**config.mk**
```make
export PLATFORM = sky130hd
export DESIGN_NAME = bti_div
export DESIGN_NICKNAME = d
export VERILOG_FILES = /design/src/rtl/bti_div.sv
export SDC_FILE = /design/constraint.sdc
export NUM_CORES = 1
export LEC_CHECK = 0
export BUFFER_PORTS_ARGS = -buffer_cell sky130_fd_sc_hd__buf_2
export CORE_AREA = 5 5 179 95
export CTS_CLUSTER_DIAMETER = 40
export CTS_CLUSTER_SIZE = 40
export DETAILED_ROUTE_END_ITERATION = 8
export DIE_AREA = 0 0 184 100
export PLACE_DENSITY = 0.75
export SYNTH_ARGS = -nofsm -noshare
export SYNTH_HDL_FRONTEND = slang
export SYNTH_SLANG_ARGS = --single-unit
```
**constraint.sdc**
```tcl
create_clock -name clk -period 8.3 [get_ports clk]
set_input_delay 1.66 -clock clk [delete_from_list [all_inputs] [get_ports clk]]
set_output_delay 1.66 -clock clk [all_outputs]
set_load 0.03 [all_outputs]
```
**src/rtl/bti_div.sv**
```systemverilog
// restoring divider, one quotient bit per cycle
// depends on its parameters only
module bti_div #(
  parameter int NumBits = 64,
  parameter int DenBits = 32
) (
  input  logic               clk,
  input  logic               rst,
  input  logic               start,
  input  logic [NumBits-1:0] num,
  input  logic [DenBits-1:0] den,
  output logic               busy,
  output logic [NumBits-1:0] quot
);

  localparam int CntBits = $clog2(NumBits + 1);

  logic [DenBits-1:0] rem;
  logic [NumBits-1:0] sh;
  logic [CntBits-1:0] cnt;
  logic [DenBits:0]   trial;
  logic [DenBits:0]   diff;

  assign trial = {rem, sh[NumBits-1]};
  assign diff  = trial - {1'b0, den};

  // shift in one numerator bit a cycle
  always_ff @(posedge clk) begin
    if (rst) begin
      busy <= 1'b0;
      cnt  <= '0;
    end else if (start) begin
      busy <= 1'b1;
      cnt  <= CntBits'(NumBits);
      rem  <= '0;
      sh   <= num;
    end else if (busy) begin
      sh <= {sh[NumBits-2:0], 1'b0};
      if (!diff[DenBits]) begin
        rem  <= diff[DenBits-1:0];
        quot <= {quot[NumBits-2:0], 1'b1};
      end else begin
        rem  <= trial[DenBits-1:0];
        quot <= {quot[NumBits-2:0], 1'b0};
      end
      cnt <= cnt - 1'b1;
      if (cnt == CntBits'(1)) begin
        busy <= 1'b0;
      end
    end
  end

  a_cnt : assert property (@(posedge clk) disable iff (rst) busy |-> cnt != '0)
    else $error("divider busy with zero count");
  a_start : assert property (@(posedge clk) disable iff (rst) start |=> busy)
    else $error("divider did not start");
  a_done : assert property (@(posedge clk) disable iff (rst)
    (busy && cnt == CntBits'(1) && !start) |=> !busy)
    else $error("divider overran");

endmodule

```
-- After elaboration in Yosys (flattened, before gate mapping)
Index checks and enable logic that the tools add are counted.
- eq/ne operators: 1
- reductions and logical operators: 4
- bitwise operators: 2
- mux-type cells: 10
- $add $sub $neg: 2
- operator list (operator ; count):
    64-bit two-way mux ; 2
    32-bit two-way mux ; 2
    33-bit by 32-bit subtractor with 33-bit output ; 1
    7-bit two-way mux ; 2
    7-bit by 1-bit == test with 1-bit output, second input constant ; 1
    7-bit by 1-bit subtractor with 7-bit output, second input constant ; 1
    1-bit two-way mux ; 4
    3-bit AND reduction ; 1
    1-bit inverter ; 2
    2-bit AND reduction ; 1
    2-bit nonzero test ; 1
    2-bit OR reduction ; 1
- register bits: 168
- output and inout bits: 65
- word-level logic and storage cells: 25
- bits of input ports: 99

-- Depth between registers and ports, before layout
Gate-level depths: netlist of the first run.
- word-level depth: 4
- depth in mapped cells: 14
- gate-level depth less buffers: 13

-- Worst setup path after synthesis of the first run
OpenSTA, ideal clock, no wires.
- path type: input to register
- start: input port start
- end: register rem[0] (enable)
- buffers on the path: 1
- data required time: 7748 ps
- setup slack: 1767 ps
- arrival: 5981 ps
- stages on the path: 3
- setup time: 552 ps
- cell sequence: clkbuf_1 -> nor2_1 -> nor2_1
- longest elaborated chain between the ends: 2
- RTL lines (item ; RTL line ; source):
    from (decl) ; 9 ; input logic start,
    2-bit nonzero test (no source line) ; -- ;
    2-bit AND reduction (no source line) ; -- ;
    to (signal assigned) ; 40 ; rem <= diff[DenBits-1:0];
    to (signal assigned) ; 43 ; rem <= trial[DenBits-1:0];
    to (decl) ; 18 ; logic [DenBits-1:0] rem;
Every way passes these cells.
A chain may end at the register's enable or synchronous reset.

-- Worst setup path in the final report of the first run
- start: input port den[0]
- end: register rem[26] (data pin)
- longest elaborated chain between the ends: 3
- RTL lines (item ; RTL line ; source):
    from (decl) ; 11 ; input logic [DenBits-1:0] den,
    33-bit by 32-bit subtractor with 33-bit output ; 25 ; assign diff = trial - {1'b0, den};
    32-bit two-way mux ; 39 ; if (!diff[DenBits]) begin
    32-bit two-way mux ; 37 ; end else if (busy) begin
Every way passes these cells. The select of a mux whose other input is x is not followed.

==> metrics.md, run 1 <==
| Metric | Value |
|---|---|
| Post-synth top area cell | edfxtp_1 |
| Status | complete, no violations |
| Final hold violations | 0 |
| Synth-to-layout area growth | 19.3% |
| CP Launch Type | input port |
| Ant. Diodes | 0 |
| Top post-synthesis cells by area | edfxtp_1 (58%), mux2_2 (8.5%), ha_1 (5.1%) |
| Core Region | 15,100 um2 |
| DRC Markers | 0 |
| Final Max Tran Viols | 0 |
| Max-Cap Viols | 0 |
| WL final | 18,700 um |
| GRT busiest layer | met2 |
| Buffers on Ports | 163 |
| Post-synth EDFFs | 160 |
| Cts bufs inserted | 17 |
| M1 GR Usage | 29.0% |
| Fmax | 191 MHz |
| First-pass GRT wire length | 29,600 um |
| Peak VDD IR | 0.145 mV |
| # rows | 32 |
| CP arrival | 5.41 ns |
| Hold Path Class | register to register |
| Pin count of the biggest net entering global routing | 87 |
| Drt wl/cell | 18.3 um |
| Clock transition at path regs | 0.07 ns |
| Post-synthesis cell area | 8300 um2 |
| First-pass detailed-route iteration total | 5 |
| Postcts setup bufs | 0 |
| Resized Gates After CTS | 0 |
| Cells after Synth | 638 |
| Layout cells sized above 1 | 32.8% |
| Crit Path Max Fanout | 32 |
| Required time of the critical path | 8.47 ns |
| Synth top cells by count | edfxtp_1 (160), mux2_2 (63), nor2_1 (60) |
| CP max stage delay | 0.79 ns |
| CP max-delay cell | a211oi_2 |
| Kind of critical path | input port to register |
| Die Y | 100 um |
| Top-count cell post-synth | edfxtp_1 |
| Met2 Use GR | 29.7% |
| Final hold slack | 0.445 ns |
| Total die area | 18,400 um2 |
| Iteration-0 DRC Markers | 484 |
| Vias in the first global route | 5,539 |
| Layout Nets | 937 |
| Synth top area share | 57.9% |
| Syn_nets | 772 |
| Period Utilization, post-route | 63.1% |
| Final Wtd Congestion | 0.962 |
| Slew HR | 26.4% |
| H-tree depth | 4 |
| Syn Area/Cell | 13.0 um2 |
| TNS Setup | 0 ns |
| Yosys Warn Count | 0 |
| GRT Total Usage | 20.4% |
| Initial antenna violation count | 1 |
| Die W | 184 um |
| Starting Density | 54.8% |
| Most used DFF post-synth | edfxtp_1 |
| Fin Clk Skew | 0.0125 ns |
| Leak | 4.03 nW |
| Netlist cell types | 55 |
| FFs w/ async S/R, synth | 0% |
| Clock Tree Root | clkbuf_16 |
| P per Cell Area | 224 nW/um2 |
| Dpl cells | 988 |
| Fin crit period | 5.24 ns |
| Final cell count without fillers | 1,020 |
| Hold_buf cts | 0 |
| Unrepaired setup endpoints after global routing | false |
| Worst skew pair latency | 0.42 ns |
| Yosys reg bits | 168 |
| Worst-Margin Slew | 1.10 ns |
| Final ANT Viol Nets | 0 |
| Crit. End Element | register |
| Max Root-Sink Buffers | 2 |
| CTS Sinks | 168 |
| Met3 Use GR | 8.29% |
| Crit-path cells | buf_2 -> ha_1 -> fa_1 -> nor2b_4 -> o31ai_2 -> a21oi_2 -> a211o_1 -> a21o_1 -> a2111oi_4 -> a211oi_2 -> inv_2 -> mux2i_1 -> a311o_1 |
| Dpl hpwl | 13,600 um |
| CTS tree | built |
| Overflow after GRT | 0 |
| Boundary pin count | 164 |
| Sequential fraction of the synthesis area | 59.8% |
| Vias post-DR | 5,613 |
| DR vias/cell | 5.50 |
| Endpoints failing setup | 0 |
## flip-flops by register name, indices dropped and copies added (netlist names)
register,flops
sh,64
quot,64
busy,1
rem,32
cnt,7
## layer usage
| metal | vias to the layer above | routed length [um] | share of wire [%] |
|---|---|---|---|
| li1 | 2694 | - | - |
| met5 | - | 13 | 0.069 |
| met2 | 227 | 8210 | 44 |
| met4 | 2 | 106 | 0.57 |
| met1 | 2674 | 8400 | 45 |
| met3 | 16 | 1980 | 11 |
## layout make-up
class / instances / area [um2]
inverter: 43 / 161
sequential: 168 / 4960
tap: 204 / 255
timing repair buffer: 166 / 841
fill: 1192 / 5240
clock buffer: 18 / 429
multi-input combinational: 407 / 3100
clock inverter: 14 / 148
## metrics by stage
step | utilization [%] | setup WS, ns | total power, W | instance area, um2
floorplan | - | 1.77 | 0.00134 | 8300
global placement | 61.6 | 2.87 | 0.00143 | 9320
detailed placement | 61.6 | 2.67 | 0.00145 | 9320
CTS | 65.4 | 3.12 | 0.00222 | 9900
global route | 65.4 | 2.83 | 0.00232 | 9900
finish | 65.4 | 3.06 | 0.00221 | 9900
## worst max-delay path, delay by kind of cell
kind,cells,cell delay [ns]
multiplexers,1,0.26
AO/OA/AOI/OAI,7,1.94
adder cells (fa/ha/maj),2,0.66
AND/OR/NAND/NOR,1,0.15
buffers and inverters,2,0.71
## cell families (layout without fill, tap and decap cells)
family,Yosys count,count (layout),synth area share [%]
flip-flops,168,168,59.8
AND/OR/NAND/NOR,149,149,8.59
AO/OA/AOI/OAI,109,109,8.90
multiplexers,87,87,11.5
buffers and inverters,63,241,3.00
adder cells (fa/ha/maj),35,35,5.37
XOR/XNOR,27,27,2.85
## placed cells by master, fill, tap and decap left out, drive strengths merged, types with 8 or more instances in the layout
master,n
clkbuf,18
nor2,60
xor2,11
nor3,10
nand3,10
mux2,64
ha,34
nand2,28
a211oi,10
mux2i,23
xnor2,16
inv,47
dfxtp,8
buf,166
o21ai,18
edfxtp,160
a21oi,36
a21o,10
## power breakdown
group          leakage [nW]  internal [W]  switching, W
Combinational          2.19      0.000177      0.000239
Clock                 0.268      0.000445      0.000335
Sequential             1.57      0.000992     0.0000237
## final timing paths
path | startpoint | to | slack (ns) | cells after the start
max | den[0] | rem[26]$_SDFFCE_PP0P_ | 3.06 | 13
min | quot[22]$_DFFE_PP_ | quot[23]$_DFFE_PP_ | 0.44 | 0
max reg2reg | sh[63]$_DFFE_PP_ | rem[26]$_SDFFCE_PP0P_ | 3.94 | 13
min reg2reg | quot[22]$_DFFE_PP_ | quot[23]$_DFFE_PP_ | 0.44 | 0
(Power assumes the default switching activity.)
==> run 2: changes to the inputs <==
- clock period: 8.3 -> 5.15 ns (I/O delays scaled with it)
==> run 2 against run 1 <==
  * Register-to-register slack got worse by 2.5 ns
  * Largest cell class unchanged
  * Global-route usage rose by 0.14 points
  * Critical path depth increased by 1
  * Clock power grew 60%
  * Combinational power grew 65%
  * Sequential power increased by 61%
  * Core utilization rose by 0.26 points
  * Largest power group unchanged
==> metrics.md, run 2 (same netlist as run 1, synthesis figures left out) <==
| Metric | Value |
|---|---|
| Final Wtd Congestion | 0.928 (-3.6%) |
| Iteration-0 DRC Markers | 442 (-8.7%) |
| Worst Hold Depth | 0 (unchanged) |
| Leak | 4.06 nW (+0.82%) |
| CP Launch Type | input port |
| Fin Clk Skew | 0.0164 ns (+0.00389 ns) |
| Worst-Margin Slew | 1.09 ns (-0.0121 ns) |
| Fmax | 253 MHz |
| Reg2reg end | rem[14]$_SDFFCE_PP0P_ |
| Period Utilization, post-route | 76.8% |
| Status | complete, no violations |
| Initial antenna violation count | 3 (+2) |
| GRT Total Usage | 20.5% (+0.14 points) |
| Unrepaired setup endpoints after global routing | false |
| Total die area | 18,400 um2 (unchanged) |
| Kind of critical path | input port to register |
| Die Y | 100 um (unchanged) |
| R2R depth | 14 (+1) |
| CTS tree | built |
| P per Cell Area | 360 nW/um2 (+61%) |
| Top flop regs | quot (64), sh (64), rem (32) |
| Clock transition at path regs | 0.07 ns (about the same) |
| Reg2reg setup slack | 1.44 ns (-2.50 ns) |
| CTS Sinks | 168 (unchanged) |
| Hold Path Class | register to register |
| Buffers on Ports | 163 (unchanged) |
| # rows | 32 (unchanged) |
| CP arrival | 4.12 ns (-1.29 ns) |
| Place WS | 0.766 ns (-1.91 ns) |
| Drt wl/cell | 18.5 um (+0.96%) |
| WHS Endpoint | quot[8]$_DFFE_PP_ |
| Delay-heaviest family, CP | compound AO/OA/AOI/OAI gates |
| HP Start | quot[7]$_DFFE_PP_ |
| DRC Markers | 0 (unchanged) |
| H-tree depth | 4 (unchanged) |
| Vias post-DR | 5,726 (+2.0%) |
| First-pass detailed-route iteration total | 5 (unchanged) |
| WL final | 19,000 um (+1.5%) |
| Overflow after GRT | 0 (unchanged) |
| CP max-delay cell | inv_2 |
| Dpl cells | 993 (+0.51%) |
| Pin count of the biggest net entering global routing | 64 (-26%) |
| Starting Density | 54.8% (unchanged) |
| Final ANT Viol Nets | 0 (unchanged) |
| Fin crit period | 3.95 ns |
| Dpl hpwl | 14,000 um (+3.0%) |
| Layout cells sized above 1 | 33.5% (+0.65 points) |
| DR vias/cell | 5.58 (+1.4%) |
| Crit. End Element | register |
| CP max stage delay | 0.55 ns (-0.24 ns) |
| First-pass GRT wire length | 29,700 um (+0.35%) |
| Cts bufs inserted | 17 (unchanged) |
| TNS Setup | 0 ns (unchanged) |
| Most common cell after layout, fill and taps aside | buf_2 |
| Max-Cap Viols | 0 (unchanged) |
| Slew HR | 27.0% (+0.63 points) |
| Final Max Tran Viols | 0 (unchanged) |
| Vias in the first global route | 5,614 (+1.4%) |
| Peak VDD IR | 0.214 mV (+47%) |
| Postcts setup bufs | 0 (unchanged) |
| Boundary pin count | 164 (unchanged) |
| Reg-to-Reg Start | sh[63]$_DFFE_PP_ |
| Resized Gates After CTS | 0 (unchanged) |
| Final worst slack | 1.20 ns (-1.86 ns) |
| Synth-to-layout area growth | 19.8% |
| Required time of the critical path | 5.31 ns (-3.16 ns) |
| Clock Tree Root | clkbuf_16 |
| Most frequent cells in the layout | buf_2 (162), edfxtp_1 (160), mux2_2 (63) |
| Layout Nets | 942 (+0.53%) |
| Worst skew pair latency | 0.42 ns (about the same) |
| Max Root-Sink Buffers | 2 (unchanged) |
| Core Region | 15,100 um2 (unchanged) |
| Hold_buf cts | 0 (unchanged) |
| Design Power | 0.00358 W (+62%) |
| Endpoints failing setup | 0 (unchanged) |
| Die W | 184 um (unchanged) |
| Crit Path Max Fanout | 28 (-13%) |
| Crit-path cells | buf_2 -> inv_1 -> ha_1 -> nor2b_4 -> o31ai_2 -> a21oi_2 -> a211o_1 -> a21o_1 -> a2111oi_4 -> a211oi_2 -> inv_2 -> buf_4 -> mux2i_1 -> nor2_1 |
| Worst Path Buf+Inv | 4 (+2) |
| Final hold violations | 0 (unchanged) |
| Final cell count without fillers | 1,026 (+0.59%) |
-- run 2: changes by cell type in the layout (fill, tap and decap cells not counted), sizes merged --
cell      before  now
buf          166  171
clkinv         4    5
clkinvlp       4    3
diode          0    1
-- run 2: power breakdown --
part | internal, W | switching (W) | total (W) | leakage [nW]
Clock | 0.000719 | 0.000536 | 0.00125 | 0.276
Combinational | 0.000292 | 0.000394 | 0.000686 | 2.22
Sequential | 0.00160 | 0.0000387 | 0.00164 | 1.57
-- run 2: worst reg2reg max path: cells and delay by family (launching register included) --
family	cells	cell delay, ns
simple gates	2	0.12
fa+ha+maj	2	0.43
mux	1	0.24
buf+inv	3	0.89
flops	1	0.41
compound gates	6	1.36
-- run 2: layout make-up --
class | count | area (um2)
Timing Repair Buffer | 171 | 878
Antenna cell | 1 | 2.50
Fill cell | 1157 | 5200
Sequential cell | 168 | 4960
Tap cell | 204 | 255
Inverter | 43 | 161
Clock buffer | 18 | 429
Multi-Input combinational cell | 407 | 3100
Clock inverter | 14 | 148
-- run 2: routing by layer --
| metal | wire, um | vias up | GRT usage (%) | part of all wire (%) |
|---|---|---|---|---|
| met5 | 21 | - | 0 | 0.11 |
| met2 | 8230 | 219 | 29.9 | 43 |
| met1 | 8740 | 2762 | 30.2 | 46 |
| met4 | 194 | 4 | 5.00 | 1.0 |
| li1 | - | 2718 | - | - |
| met3 | 1810 | 23 | 6.34 | 9.5 |
-- run 2: through the flow --
step	utilization (%)	hold slack (ns)	instance area [um2]
2_1_floorplan	-	0.469	8300
3_3_place_gp	61.8	0.425	9360
3_5_place_dp	61.8	0.430	9360
4_1_cts	65.6	0.447	9940
5_1_grt	65.7	0.460	9940
6_report	65.7	0.447	9940
-- run 2: how the worst max path moves through the flow --
stage                            end  depth (start not counted)   start
4_1_cts        rem[14]$_SDFFCE_PP0P_                         14  den[2]
6_report       rem[14]$_SDFFCE_PP0P_                         14  den[2]
3_3_place_gp   rem[15]$_SDFFCE_PP0P_                         14  den[2]
3_5_place_dp   rem[14]$_SDFFCE_PP0P_                         14  den[2]
2_1_floorplan      quot[0]$_DFFE_PP_                          3   start
5_1_grt        rem[14]$_SDFFCE_PP0P_                         14  den[2]
